==> config.mk <==
export PLATFORM = sky130hd
export DESIGN_NAME = trial_division_prime_test_core
export DESIGN_NICKNAME = d
export VERILOG_FILES = /design/src/sv/tdp_pkg.sv /design/src/sv/tdp_rem_unit.sv /design/src/sv/trial_division_prime_test_core.sv
export VERILOG_INCLUDE_DIRS = /design/src /design/src/sv
export SDC_FILE = /design/constraint.sdc
export NUM_CORES = 1
export LEC_CHECK = 0
export BUFFER_PORTS_ARGS = -buffer_cell sky130_fd_sc_hd__buf_2
export CORE_ASPECT_RATIO = 0.6
export CORE_MARGIN = 2
export CORE_UTILIZATION = 50
export CTS_CLUSTER_SIZE = 14
export DETAILED_ROUTE_END_ITERATION = 6
export PLACE_DENSITY = 0.67
export SLEW_MARGIN = 20
export SYNTH_ARGS = -nofsm -noshare
export SYNTH_HDL_FRONTEND = slang
export SYNTH_SLANG_ARGS = --single-unit
==> constraint.sdc <==
create_clock -name clk -period 7 [get_ports clk]
set_clock_uncertainty 0.1 [all_clocks]
set_input_delay 1.05 -clock clk [delete_from_list [all_inputs] [get_ports clk]]
set_output_delay 1.05 -clock clk [all_outputs]
set_load 0.05 [all_outputs]
==> src/sv/trial_division_prime_test_core_macros.svh <==
// ----------------------------------------------------------------------------
// Trial division prime test: assertion macros
// Shared concurrent assertion forms, clocked on clk with rst_n as disable.
// ----------------------------------------------------------------------------
`ifndef TRIAL_DIVISION_PRIME_TEST_CORE_MACROS_SVH
`define TRIAL_DIVISION_PRIME_TEST_CORE_MACROS_SVH

// same-cycle implication
`define TDP_ASSERT_SAME(label, ante, cons, msg) \
  label: assert property (@(posedge clk) disable iff (!rst_n) (ante) |-> (cons)) \
    else $error(msg);

// next-cycle implication
`define TDP_ASSERT_NEXT(label, ante, cons, msg) \
  label: assert property (@(posedge clk) disable iff (!rst_n) (ante) |=> (cons)) \
    else $error(msg);

`endif

==> src/sv/tdp_pkg.sv <==
// ----------------------------------------------------------------------------
// Trial division prime test: package
// Widths, sequencer states and the request/response types of the remainder unit.
// ----------------------------------------------------------------------------
`timescale 1ns / 1ps

package tdp_pkg;

  localparam int NUMBER_WIDTH = 16;
  // divisor only runs while its square stays within the number
  localparam int DIV_WIDTH    = (NUMBER_WIDTH + 1) / 2 + 1;
  localparam int SQ_WIDTH     = NUMBER_WIDTH + 1;
  localparam int CNT_WIDTH    = $clog2(NUMBER_WIDTH);

  typedef enum logic [1:0] {
    ST_IDLE,
    ST_CHECK,
    ST_DIV,
    ST_DONE
  } tdp_state_t;

  typedef struct packed {
    logic start;
  } rem_req_t;

  typedef struct packed {
    logic done;
    logic zero;
  } rem_rsp_t;

endpackage

==> src/sv/tdp_rem_unit.sv <==
// ----------------------------------------------------------------------------
// Trial division prime test: remainder unit
// Restoring bit-serial remainder, one dividend bit per cycle through a single
// compare-and-subtract.
// ----------------------------------------------------------------------------
`timescale 1ns / 1ps

module tdp_rem_unit (
  input  logic                                clk,
  input  logic                                rst_n,
  input  tdp_pkg::rem_req_t                   req,
  input  logic [tdp_pkg::NUMBER_WIDTH-1:0]    dividend,
  input  logic [tdp_pkg::DIV_WIDTH-1:0]       divisor,
  output tdp_pkg::rem_rsp_t                   rsp
);

  import tdp_pkg::*;

  logic                    busy_r, busy_nxt;
  logic                    done_r, done_nxt;
  logic [CNT_WIDTH-1:0]    cnt_r, cnt_nxt;
  logic [DIV_WIDTH-1:0]    rem_r, rem_nxt;
  logic [NUMBER_WIDTH-1:0] sh_r, sh_nxt;

  logic [DIV_WIDTH:0]      trial;
  logic [DIV_WIDTH:0]      diff;

  always_comb begin
    trial = {rem_r, sh_r[NUMBER_WIDTH-1]};
    diff  = trial - {1'b0, divisor};
  end

  always_comb begin
    busy_nxt = busy_r;
    done_nxt = 1'b0;
    cnt_nxt  = cnt_r;
    rem_nxt  = rem_r;
    sh_nxt   = sh_r;
    if (req.start) begin
      busy_nxt = 1'b1;
      cnt_nxt  = CNT_WIDTH'(NUMBER_WIDTH - 1);
      rem_nxt  = '0;
      sh_nxt   = dividend;
    end else if (busy_r) begin
      rem_nxt = (trial >= {1'b0, divisor}) ? diff[DIV_WIDTH-1:0] : trial[DIV_WIDTH-1:0];
      sh_nxt  = {sh_r[NUMBER_WIDTH-2:0], 1'b0};
      if (cnt_r == '0) begin
        busy_nxt = 1'b0;
        done_nxt = 1'b1;
      end else begin
        cnt_nxt = cnt_r - 1'b1;
      end
    end
  end

  always_ff @(posedge clk) begin
    if (!rst_n) begin
      busy_r <= 1'b0;
      done_r <= 1'b0;
    end else begin
      busy_r <= busy_nxt;
      done_r <= done_nxt;
    end
  end

  always_ff @(posedge clk) begin
    cnt_r <= cnt_nxt;
    rem_r <= rem_nxt;
    sh_r  <= sh_nxt;
  end

  assign rsp.done = done_r;
  assign rsp.zero = (rem_r == '0);

endmodule

==> src/sv/trial_division_prime_test_core.sv <==
// ----------------------------------------------------------------------------
// Trial division prime test core
// Tests one unsigned number per transaction for primality by trial division.
//
//   channel | ports                          | direction
//   --------+--------------------------------+----------
//   in      | in_valid in_ready in_candidate | to core
//   out     | out_valid out_ready out_is_prime | from core
//
// Each divisor from 2 upward takes one full pass through the shared
// remainder unit; the search ends once divisor squared exceeds the number.
// Values below 2 go straight from idle to done. in_ready is low from
// acceptance until the result transaction completes. No state survives
// between transactions.
// ----------------------------------------------------------------------------
`timescale 1ns / 1ps

`include "trial_division_prime_test_core_macros.svh"

module trial_division_prime_test_core (
  input  logic                             clk,
  input  logic                             rst_n,
  input  logic                             in_valid,
  output logic                             in_ready,
  input  logic [tdp_pkg::NUMBER_WIDTH-1:0] in_candidate,
  output logic                             out_valid,
  input  logic                             out_ready,
  output logic                             out_is_prime
);

  import tdp_pkg::*;

  tdp_state_t              state_r, state_nxt;
  logic [NUMBER_WIDTH-1:0] n_r, n_nxt;
  logic [DIV_WIDTH-1:0]    d_r, d_nxt;
  logic [SQ_WIDTH-1:0]     sq_r, sq_nxt;
  logic                    prime_r, prime_nxt;

  rem_req_t req;
  rem_rsp_t rsp;

  logic in_fire;
  logic past_bound;
  logic small_num;

  assign in_fire    = in_valid && in_ready;
  assign past_bound = (sq_r > {1'b0, n_r});
  assign small_num  = (in_candidate < NUMBER_WIDTH'(2));

  tdp_rem_unit u_rem (
    .clk      (clk),
    .rst_n    (rst_n),
    .req      (req),
    .dividend (n_r),
    .divisor  (d_r),
    .rsp      (rsp)
  );

  // next state
  always_comb begin
    state_nxt = state_r;
    unique case (state_r)
      ST_IDLE:  if (in_valid) state_nxt = small_num ? ST_DONE : ST_CHECK;
      ST_CHECK: state_nxt = past_bound ? ST_DONE : ST_DIV;
      ST_DIV: begin
        if (rsp.done) state_nxt = rsp.zero ? ST_DONE : ST_CHECK;
      end
      ST_DONE:  if (out_ready) state_nxt = ST_IDLE;
      default:  state_nxt = ST_IDLE;
    endcase
  end

  // outputs
  always_comb begin
    in_ready  = (state_r == ST_IDLE);
    out_valid = (state_r == ST_DONE);
    req.start = (state_r == ST_CHECK) && !past_bound;
  end

  // datapath
  always_comb begin
    n_nxt     = n_r;
    d_nxt     = d_r;
    sq_nxt    = sq_r;
    prime_nxt = prime_r;
    if (in_fire) begin
      n_nxt     = in_candidate;
      d_nxt     = DIV_WIDTH'(2);
      sq_nxt    = SQ_WIDTH'(4);
      prime_nxt = 1'b0;
    end else if ((state_r == ST_CHECK) && past_bound) begin
      prime_nxt = 1'b1;
    end else if ((state_r == ST_DIV) && rsp.done) begin
      if (rsp.zero) begin
        prime_nxt = 1'b0;
      end else begin
        // (d+1)^2 = d^2 + 2d + 1
        d_nxt  = d_r + 1'b1;
        sq_nxt = sq_r + SQ_WIDTH'({d_r, 1'b1});
      end
    end
  end

  always_ff @(posedge clk) begin
    if (!rst_n) begin
      state_r <= ST_IDLE;
    end else begin
      state_r <= state_nxt;
    end
  end

  always_ff @(posedge clk) begin
    n_r     <= n_nxt;
    d_r     <= d_nxt;
    sq_r    <= sq_nxt;
    prime_r <= prime_nxt;
  end

  assign out_is_prime = prime_r;

  `TDP_ASSERT_NEXT(a_small_not_prime, in_fire && small_num, out_valid && !out_is_prime, "0 or 1 not rejected")
  `TDP_ASSERT_NEXT(a_bound_prime, (state_r == ST_CHECK) && past_bound, out_valid && out_is_prime, "search end not reported prime")
  `TDP_ASSERT_NEXT(a_factor_found, (state_r == ST_DIV) && rsp.done && rsp.zero, out_valid && !out_is_prime, "factor not reported")
  `TDP_ASSERT_SAME(a_div_in_bound, state_r == ST_DIV, sq_r <= {1'b0, n_r}, "divisor beyond square-root bound")

endmodule
**Word-level counts from Yosys, hierarchy flattened**

Index checks and enable logic that the tools add are counted.
W data, S select, Z words.

- Register bits: 76
- Word-level logic and storage cells: 61
- Output and inout port bits: 3
- Input port bits: 20

- Bitwise gates (word level): 5
- Add/subtract/negate cells: 4
- Reduce and logical (&&, ||, !) cells: 16
- Equality and inequality tests: 6
- Order comparisons: 3
- Multiplexer cells: 17

Operators by type and width:

| kind | number |
|---|---|
| $mux W16 | 2 |
| $add A17 B10 Y17 | 1 |
| $gt A17 B16 Y1 | 1 |
| $lt A16 B2 Y1 const B | 1 |
| $ge A10 B9 Y1 | 1 |
| $mux W2 | 5 |
| $add A9 B1 Y9 const B | 1 |
| $logic_not A9 Y1 | 1 |
| $mux W9 | 1 |
| $sub A9 B9 Y9 | 1 |
| $mux W1 | 8 |
| $pmux W2 S4 | 1 |
| $reduce_and A3 Y1 | 2 |
| $reduce_bool A2 Y1 | 3 |
| $not A1 Y1 | 5 |
| $eq A2 B2 Y1 const B | 2 |
| $logic_and A1 B1 Y1 | 4 |
| $logic_not A4 Y1 | 1 |
| $ne A2 B1 Y1 const B | 2 |
| $reduce_and A2 Y1 | 2 |
| $sub A4 B1 Y4 const B | 1 |
| $reduce_or A3 Y1 | 1 |
| $eq A2 B1 Y1 const B | 1 |
| $logic_not A2 Y1 | 1 |
| other kinds (2) | 2 |

**Logic depth before layout (Yosys ltp)**

Gate-level depths: netlist (run 1).

- Word-level depth: 4
- Gate-level depth with buffers: 10
- Mapped depth without buffers: 9

**Modules after synthesis**

From an unflattened synthesis (run 1), not the netlist that was laid out.

- Cells, all modules: 461
- Area total of the unflattened synthesis: 4431.8 um2

By module, submodules not included:

| module | seq. area each (um2) | times used | cells an instance | area an instance (um2) |
|---|---|---|---|---|
| trial_division_prime_test_core | 1061.0 | 1 | 287 | 2603.7 |
| tdp_rem_unit | 780.7 | 1 | 174 | 1828.0 |

**Worst setup path after synthesis (run 1)**

OpenSTA, ideal clock, no wires.

- Path kind: flip-flop to flip-flop
- Start point: register state_r[1]
- End point: register n_r[0], enable pin
- Period minus slack after synthesis: 2789 ps
- Stages on the path, launching flop included: 6
- Library setup time: 387 ps
- Required time: 6513 ps
- Path buffers: 2
- Path slack: 4211 ps
- Arrival: 2302 ps
- Cells stage by stage: dfxtp_1 > nor2_1 > nand2_1 > inv_1 > clkbuf_1 > clkbuf_1

- Word-level cells in the longest chain between the ends: 2

Ends and longest elaborated chain:

| what | line | source |
|---|---|---|
| start: declaration | trial_division_prime_test_core.sv:33 | `tdp_state_t state_r, state_nxt;` |
| start signal: assignment | trial_division_prime_test_core.sv:108 | `state_r <= state_nxt;` |
| $logic_not A2 Y1 | trial_division_prime_test_core.sv:75 | `in_ready = (state_r == ST_IDLE);` |
| net in_ready | trial_division_prime_test_core.sv:24 | `output logic in_ready,` |
| $logic_and A1 B1 Y1 | trial_division_prime_test_core.sv:46 | `assign in_fire = in_valid && in_ready;` |
| net in_fire | trial_division_prime_test_core.sv:42 | `logic in_fire;` |
| end signal: assignment | trial_division_prime_test_core.sv:113 | `n_r <= n_nxt;` |
| end: declaration | trial_division_prime_test_core.sv:34 | `logic [NUMBER_WIDTH-1:0] n_r, n_nxt;` |

The timed path passes the listed nets, and every way through them passes these cells.
A chain may end at the register's enable or synchronous reset.

**Worst setup path after layout (run 1)**

- Start point: register n_r[14]
- End point: register u_rem.sh_r[6], enable pin

- Word-level cells in the longest chain between the ends: 4

Ends and longest elaborated chain:

| what | line | source |
|---|---|---|
| $gt A17 B16 Y1 | trial_division_prime_test_core.sv:47 | `assign past_bound = (sq_r > {1'b0, n_r});` |
| $logic_not A1 Y1 | trial_division_prime_test_core.sv:77 | `req.start = (state_r == ST_CHECK) && !past_bound;` |
| $logic_and A1 B1 Y1 | trial_division_prime_test_core.sv:77 |  |
| $reduce_bool A2 Y1 (no line) | n/a |  |
| end signal: assignment | tdp_rem_unit.sv:69 | `sh_r <= sh_nxt;` |
| end: declaration | tdp_rem_unit.sv:23 | `logic [NUMBER_WIDTH-1:0] sh_r, sh_nxt;` |

Every way passes these cells.

==> summary.txt, run 1 <==
run status: complete, no violations
first-pass GRT wire length: 15.9 mm
worst-skew pair later-pin latency: 0.34 ns
count of distinct cell types in the synthesized netlist: 53
HPWL after DPL: 7.47 mm
Worst setup SP type: register
total of hold buffers inserted after clock tree synthesis: 0
Initial Utilization: 51.1%
P per Cell Area: 308 nW/um^2
total grt overflow: 0
Die X: 124 um
number of buffer cells added on primary ports: 22
warnings from Yosys: 0
launch point of the critical path: n_r[14]
post-CTS setup repair buffer count: 0
Std-Cell Rows: 26
clk buf depth: 2
Peak Freq: 0.276 GHz
number of iterations in the first detailed-routing pass: 5
clock-pin slew reported for the worst setup and hold paths after clock tree synthesis: 0.06 ns
via-per-instance ratio: 5.69
largest cells by area after synthesis: sky130_fd_sc_hd__edfxtp_1 22%, sky130_fd_sc_hd__dfxtp_1 20%, sky130_fd_sc_hd__ha_1 10%
Static Leakage: 2.05 nW
die height: 76.0 um
floorplan core area: 8460 um^2
maximum fanout along the worst path: 32
antenna violation net count after detailed routing: 0
worst voltage drop across the vdd grid: 0.000166 V
cells resized by post-CTS repair: 0
Synth Flop Type: sky130_fd_sc_hd__dfxtp_1
Final Slew Violations: 0
DRC violations left: 0
largest area contributor in the netlist: sky130_fd_sc_hd__edfxtp_1
leading post-synthesis cells by instance count: 44 x sky130_fd_sc_hd__dfxtp_1, 41 x sky130_fd_sc_hd__nand2_1, 37 x sky130_fd_sc_hd__nor2_1, 36 x sky130_fd_sc_hd__ha_1, 36 x sky130_fd_sc_hd__inv_1
endpoint required time on the critical path: 6.89 ns
sort of element at the end of the critical path: register
final RePlAce weighted congestion: 0.864
clock sink count: 76
count of mapped cells out of synthesis: 439
post-synthesis net count: 497
post-synthesis sequential area ratio: 42.6%
violation count after the first detailed-route iteration: 207
number of flops mapped to enable cells by yosys: 32
sum of negative setup slack: 0 ns
HP Start: u_rem.cnt_r[1]
Final Hold Viols: 0
Hold Crit Depth: 1
Worst Tran Pin Value: 1.09 ns
unrepaired setup endpoints after global routing: false
synthesized flop and latch total: 76
number of antenna violations at the first check in global routing: 0
worst r2r path cells: 8
Max Cap Violations: 0
pin count of the biggest net entering global routing: 33
most frequent cell after synthesis: sky130_fd_sc_hd__dfxtp_1
final count of negative-setup-slack endpoints: 0
die area: 9440 um^2
Via Count: 3,297
vias in the first global route: 2,979
TritonCTS clock tree: done
worst rel slew slack: 27.0%
growth of design area from synthesis to finish: 11.7%
CTS Root Buffer Type: sky130_fd_sc_hd__clkbuf_16
Routed Wire Length: 9.81 mm
share of async-settable or async-resettable flops after synthesis: 0%
final clock period utilization by the worst path: 51.8%
Final Power: 1.49 mW
routed wire length per instance: 16.9 um
area share of the largest cell type after synthesis: 22.2%
Arr. time, crit path: 3.52 ns
net count of the finished layout: 520
worst hold-check path type: reg -> reg
layout cells sized above 1: 12.2%
average instance area after synthesis: 9.85 um^2
count of H-tree levels built during CTS: 3
number of clock buffers inserted by TritonCTS: 9
start of the worst register-to-register path: n_r[14]
cell area after synthesis: 4330 um^2
top-level port count: 23
number of diodes added for antenna fixing: 0
global router's overall resource usage: 22.6%
Worst Path Class, Setup: reg -> reg
final critical-path required period: 3.63 ns
[cell usage in the layout, fill, tap and decap left out, drive strengths merged, types with 8 or more instances in the layout]
| master | netlist | final |
|---|---|---|
| nand2 | 41 | 41 |
| ha | 36 | 36 |
| nor2 | 37 | 37 |
| clkbuf | 7 | 10 |
| a21o | 8 | 8 |
| inv | 36 | 37 |
| xnor2 | 17 | 17 |
| nand4 | 8 | 8 |
| o21ai | 12 | 12 |
| edfxtp | 32 | 32 |
| nor3 | 11 | 11 |
| a211oi | 14 | 14 |
| nand3 | 13 | 13 |
| a21oi | 21 | 21 |
| mux2 | 16 | 16 |
| dfxtp | 44 | 44 |
| buf | 4 | 23 |
[where the power goes]
part / switching, mW / leakage, nW / total (mW) / internal (mW)
sequential: 0.0455 / 0.660 / 0.567 / 0.522
combinational: 0.249 / 1.24 / 0.429 / 0.180
clock: 0.182 / 0.149 / 0.495 / 0.313
total: 0.477 / 2.05 / 1.49 / 1.01
[registers in the layout, indices dropped and copies added (netlist names)]
| name | flops |
|---|---|
| u_rem.busy_r | 1 |
| d_r | 9 |
| out_is_prime | 1 |
| u_rem.done_r | 1 |
| u_rem.cnt_r | 4 |
| n_r | 16 |
| u_rem.sh_r | 16 |
| u_rem.rem_r | 9 |
| sq_r | 17 |
| state_r | 2 |
[cell families after synthesis]
group	share of synthesized area [%]
AND/OR/NAND/NOR	15.6
multiplexers	6.42
adder cells (fa/ha/maj)	11.3
AO/OA/AOI/OAI	14.9
buffers and inverters	4.69
XOR/XNOR	4.45
flip-flops	42.6
[per-stage QoR]
step           worst slack [ns]  instance area [um^2]  std cells  utilization, %  hold slack (ns)
5_1_grt                    3.13                  4830        579            57.1            0.428
6_report                   3.37                  4830        579            57.1            0.393
4_1_cts                    3.40                  4830        579            57.1            0.396
3_5_place_dp               3.39                  4520        563            53.4            0.384
3_3_place_gp               3.47                  4520        563            53.4            0.373
2_1_floorplan              4.21                  4330        439               -            0.352
[worst paths after layout]
| kind | to | slack, ns |
|---|---|---|
| hold / removal | u_rem.cnt_r[1] | 0.39 |
| setup / recovery | u_rem.sh_r[6] | 3.37 |
| hold reg to reg | u_rem.cnt_r[1] | 0.39 |
| setup reg to reg | u_rem.sh_r[6] | 3.37 |
[cell type report]
cell class,count,area [um^2]
Clock buffer,10,229
Multi-Input combinational cell,316,2280
Sequential cell,76,1840
Inverter,36,135
Tap cell,112,140
Clock inverter,6,88.8
Timing Repair Buffer,23,118
Fill cell,752,3620
[worst max-delay path, cell delays in order, from the launching register on]
cell and delay [ns]:
sky130_fd_sc_hd__edfxtp_1 0.39, sky130_fd_sc_hd__inv_1 0.08, sky130_fd_sc_hd__ha_1 0.24, sky130_fd_sc_hd__a21o_1 0.16
sky130_fd_sc_hd__a211oi_1 0.24, sky130_fd_sc_hd__nand3_1 0.11, sky130_fd_sc_hd__or4_4 0.57, sky130_fd_sc_hd__a21oi_4 0.87
sky130_fd_sc_hd__or2_2 0.50
[routing by layer]
layer / GRT usage, % / share of wire (%)
met1: 38.3 / 55
met2: 26.0 / 35
met3: 7.49 / 8.2
met4: 5.84 / 1.0
met5: 0 / 0
Note: power is estimated with default switching activity, not from simulation.
==> run 2: changes to the inputs <==
--- a/config.mk
+++ b/config.mk
@@ -6,6 +6,7 @@
 export SDC_FILE = /design/constraint.sdc
 export NUM_CORES = 1
 export LEC_CHECK = 0
+export ABC_AREA = 1
 export BUFFER_PORTS_ARGS = -buffer_cell sky130_fd_sc_hd__buf_2
 export CORE_ASPECT_RATIO = 0.6
 export CORE_MARGIN = 2
==> constraint.sdc (replaced) <==
create_clock -name clk -period 3.5 [get_ports clk]
set_clock_uncertainty 0.1 [all_clocks]
set_input_delay 0.525 -clock clk [delete_from_list [all_inputs] [get_ports clk]]
set_output_delay 0.525 -clock clk [all_outputs]
set_load 0.05 [all_outputs]
==> summary.txt, run 2 <==
run status: complete, no violations
post-synthesis sequential area ratio: 38.8% (-3.8 points)
total of hold buffers inserted after clock tree synthesis: 0 (unchanged)
reg2reg end: u_rem.sh_r[14]
number of clock buffers inserted by TritonCTS: 9 (unchanged)
final RePlAce weighted congestion: 0.916 (+6.0%)
most frequent standard cell in the layout excluding fill and tap cells: sky130_fd_sc_hd__nand2_1
Worst Hold End: n_r[0]
dominant combinational cell family by area after synthesis: simple AND/OR/NAND/NOR gates
HPWL after DPL: 9.58 mm (+28%)
die height: 79.5 um (+4.5%)
number of diodes added for antenna fixing: 0 (unchanged)
Initial Utilization: 51.6% (+0.49 points)
slack of the worst reg-to-reg path: 0.70 ns (-2.67 ns)
worst hold-check path type: in -> reg
HP Start: in_candidate[0]
growth of design area from synthesis to finish: 10.9%
share of async-settable or async-resettable flops after synthesis: 0% (unchanged)
final clock period utilization by the worst path: 80.0% (+28 points)
number of iterations in the first detailed-routing pass: 5 (unchanged)
final count of negative-setup-slack endpoints: 0 (unchanged)
launch point of the critical path: n_r[15]
largest cells by area after synthesis: sky130_fd_sc_hd__edfxtp_1 20%, sky130_fd_sc_hd__dfxtp_1 19%, sky130_fd_sc_hd__nand2_1 13%
Routed Wire Length: 12.4 mm (+26%)
area share of the largest cell type after synthesis: 20.3% (-2.0 points)
post-CTS setup repair buffer count: 0 (unchanged)
fraction of the mapped netlist area in compound gates: 8.99% (-5.9 points)
Max Cap Violations: 0 (unchanged)
Regs by FF count: sq_r x17, n_r x16, u_rem.sh_r x16
layout cells sized above 1: 7.41% (-4.8 points)
Synth Flop Type: sky130_fd_sc_hd__dfxtp_1
Die X: 130 um (+4.6%)
top-level port count: 23 (unchanged)
sum of negative setup slack: 0 ns (unchanged)
switching share of total power: 37.4% (+5.4 points)
floorplan core area: 9190 um^2 (+8.6%)
Biggest register: sq_r
CTS Root Buffer Type: sky130_fd_sc_hd__clkbuf_16
pin count of the biggest net entering global routing: 36 (+9.1%)
sort of element at the end of the critical path: register
worst voltage drop across the vdd grid: 0.000275 V (+66%)
number of buffer cells added on primary ports: 22 (unchanged)
TritonCTS clock tree: done
stage delay of the slowest cell on the critical path: 0.58 ns (-0.29 ns)
crit-path leading delay family: simple AND/OR/NAND/NOR gates
Post-Route Utilization: 57.3% (+0.13 points)
logic gate share of total power: 35.0% (+6.2 points)
mux contribution to synthesized area: 0% (-6.4 points)
Arr. time, crit path: 2.68 ns (-0.84 ns)
Worst setup SP type: register
simple-gate portion of the synthesized area: 30.9% (+15 points)
clk buf depth: 2 (unchanged)
DRC violations left: 0 (unchanged)
number of flip-flops under the largest register name: 17 (unchanged)
clock sink count: 76 (unchanged)
final critical-path required period: 2.80 ns (-0.825 ns)
Via Count: 4,352 (+32%)
cells resized by post-CTS repair: 0 (unchanged)
count of distinct cell types in the synthesized netlist: 40 (-25%)
routed wire length per instance: 15.4 um (-9.3%)
Final Slew Violations: 0 (unchanged)
synthesized-area fraction occupied by xor and xnor cells: 1.48% (-3.0 points)
global router's overall resource usage: 25.7% (+3.1 points)
number of antenna violations at the first check in global routing: 0 (unchanged)
Worst Path Class, Setup: reg -> reg
net count of the finished layout: 728 (+40%)
first-pass GRT wire length: 19.8 mm (+24%)
average instance area after synthesis: 7.32 um^2 (-26%)
endpoint required time on the critical path: 3.38 ns (-3.51 ns)
count of H-tree levels built during CTS: 3 (unchanged)
largest area contributor in the netlist: sky130_fd_sc_hd__edfxtp_1
Worst Tran Pin Value: 0.801 ns (-0.291 ns)
worst rel slew slack: 46.5% (+19 points)
die area: 10,300 um^2 (+9.3%)
part of the power in the clock network: 28.4% (-4.8 points)
post-synthesis net count: 706 (+42%)
combined buffer and inverter count along the critical path: 1 (unchanged)
maximum fanout along the worst path: 23 (-28%)
via-per-instance ratio: 5.41 (-5.1%)
fraction of power consumed by sequential logic: 36.6% (-1.5 points)
power dissipated by switching net loads: 1.28 mW (+170%)
Static Leakage: 2.46 nW (+20%)
unrepaired setup endpoints after global routing: false
highest-count cells in the layout ignoring fill and taps: 168 x sky130_fd_sc_hd__nand2_1, 98 x sky130_fd_sc_hd__inv_1, 69 x sky130_fd_sc_hd__nand3_1
antenna violation net count after detailed routing: 0 (unchanged)
Std-Cell Rows: 27 (+3.8%)
count of mapped cells out of synthesis: 648 (+48%)
warnings from Yosys: 0 (unchanged)
cell with the biggest individual delay on the critical path: sky130_fd_sc_hd__nand2_1
cells traversed along the worst timing path: inv_1 > ha_1 > nand2_1 > nor2_2 > and2_1 > nand4_2 > nand2_4 > nand2_4 > nand2_1
P per Cell Area: 652 nW/um^2 (+110%)
violation count after the first detailed-route iteration: 303 (+46%)
clock-pin slew reported for the worst setup and hold paths after clock tree synthesis: 0.06 ns (about the same)
most frequent cell after synthesis: sky130_fd_sc_hd__nand2_1
worst r2r path cells: 9 (+1)
Final Hold Viols: 0 (unchanged)
Peak Freq: 0.357 GHz (+29%)
number of flops mapped to enable cells by yosys: 32 (unchanged)
Synth Area in Adders: 10.3% (-1.0 points)
worst-skew pair later-pin latency: 0.34 ns (about the same)
leading post-synthesis cells by instance count: 168 x sky130_fd_sc_hd__nand2_1, 98 x sky130_fd_sc_hd__inv_1, 69 x sky130_fd_sc_hd__nand3_1, 61 x sky130_fd_sc_hd__nor2_1, 44 x sky130_fd_sc_hd__dfxtp_1
start of the worst register-to-register path: n_r[15]
internal power consumption: 2.15 mW (+110%)
vias in the first global route: 3,948 (+33%)
Hold Crit Depth: 1 (unchanged)
cell area after synthesis: 4740 um^2 (+9.7%)
total grt overflow: 0 (unchanged)
synthesized flop and latch total: 76 (unchanged)
[run 2: cell count changes in the layout (fill, tap and decap cells not counted), moves of 7 or more]
cell,delta
sky130_fd_sc_hd__nand2_1,+127
sky130_fd_sc_hd__inv_1,+62
sky130_fd_sc_hd__nand3_1,+56
sky130_fd_sc_hd__nor2_1,+24
sky130_fd_sc_hd__a21oi_1,+23
sky130_fd_sc_hd__a211oi_1,-13
sky130_fd_sc_hd__xnor2_1,-12
sky130_fd_sc_hd__mux2_4,-10
sky130_fd_sc_hd__o21ai_0,+7
[run 2: through the flow]
stage / instance area (um^2) / setup WS, ns / power (mW) / hold slack, ns / instances
global route: 5260 / 0.561 / 3.66 / 0.248 / 805
floorplan: 4740 / 0.996 / 2.15 / 0.342 / 648
global placement: 4950 / 0.787 / 2.41 / 0.354 / 789
CTS: 5260 / 0.692 / 3.42 / 0.255 / 805
finish: 5260 / 0.700 / 3.43 / 0.261 / 805
detailed placement: 4950 / 0.712 / 2.44 / 0.355 / 789
[run 2: how the worst max path moves through the flow]
stage / endpoint / slack (ns) / depth (start not counted)
2_1_floorplan: sq_r[6] / 1.0 / 7
3_3_place_gp: u_rem.sh_r[8] / 0.79 / 13
3_5_place_dp: u_rem.sh_r[6] / 0.71 / 9
4_1_cts: u_rem.sh_r[4] / 0.69 / 9
5_1_grt: u_rem.sh_r[14] / 0.56 / 9
6_report: u_rem.sh_r[14] / 0.70 / 9
[run 2: layout make-up]
cell class,count,area (um^2)
clock buffer,11,233
multi-input combinational,460,2450
inverter,99,372
tap,130,163
sequential,76,1840
timing repair buffer,24,125
clock inverter,5,77.6
fill,877,3930
[run 2: per-layer routing]
metal  global-route usage (%)  wire [um]
met1                     38.2       6320
met2                     34.9       4800
met3                     8.98       1110
met4                     7.10        148
met5                        0          0
[run 2: power groups by stage]
stage | registers (mW) | clock network [mW] | logic, mW
finish | 1.26 | 0.974 | 1.20
global route | 1.27 | 1.03 | 1.36
CTS | 1.25 | 0.989 | 1.18
detailed placement | 1.27 | 0 | 1.17
global placement | 1.26 | 0 | 1.15
floorplan | 1.23 | 0 | 0.925
[run 2: cells by family after synthesis]
family                     Yosys count
AOI/OAI and AO/OA                   77
xor gates and xnor gates             8
adders and majority gates           38
buffers and inverters              112
DFF                                 76
and+or+nand+nor                    337
[run 2: worst register-to-register path, stage by stage (launching register included)]
cell and delay, ns:
sky130_fd_sc_hd__edfxtp_1 0.34, sky130_fd_sc_hd__inv_1 0.06, sky130_fd_sc_hd__ha_1 0.31, sky130_fd_sc_hd__nand2_1 0.07, sky130_fd_sc_hd__nor2_2 0.17, sky130_fd_sc_hd__and2_1 0.21
sky130_fd_sc_hd__nand4_2 0.16, sky130_fd_sc_hd__nand2_4 0.23, sky130_fd_sc_hd__nand2_4 0.20, sky130_fd_sc_hd__nand2_1 0.58
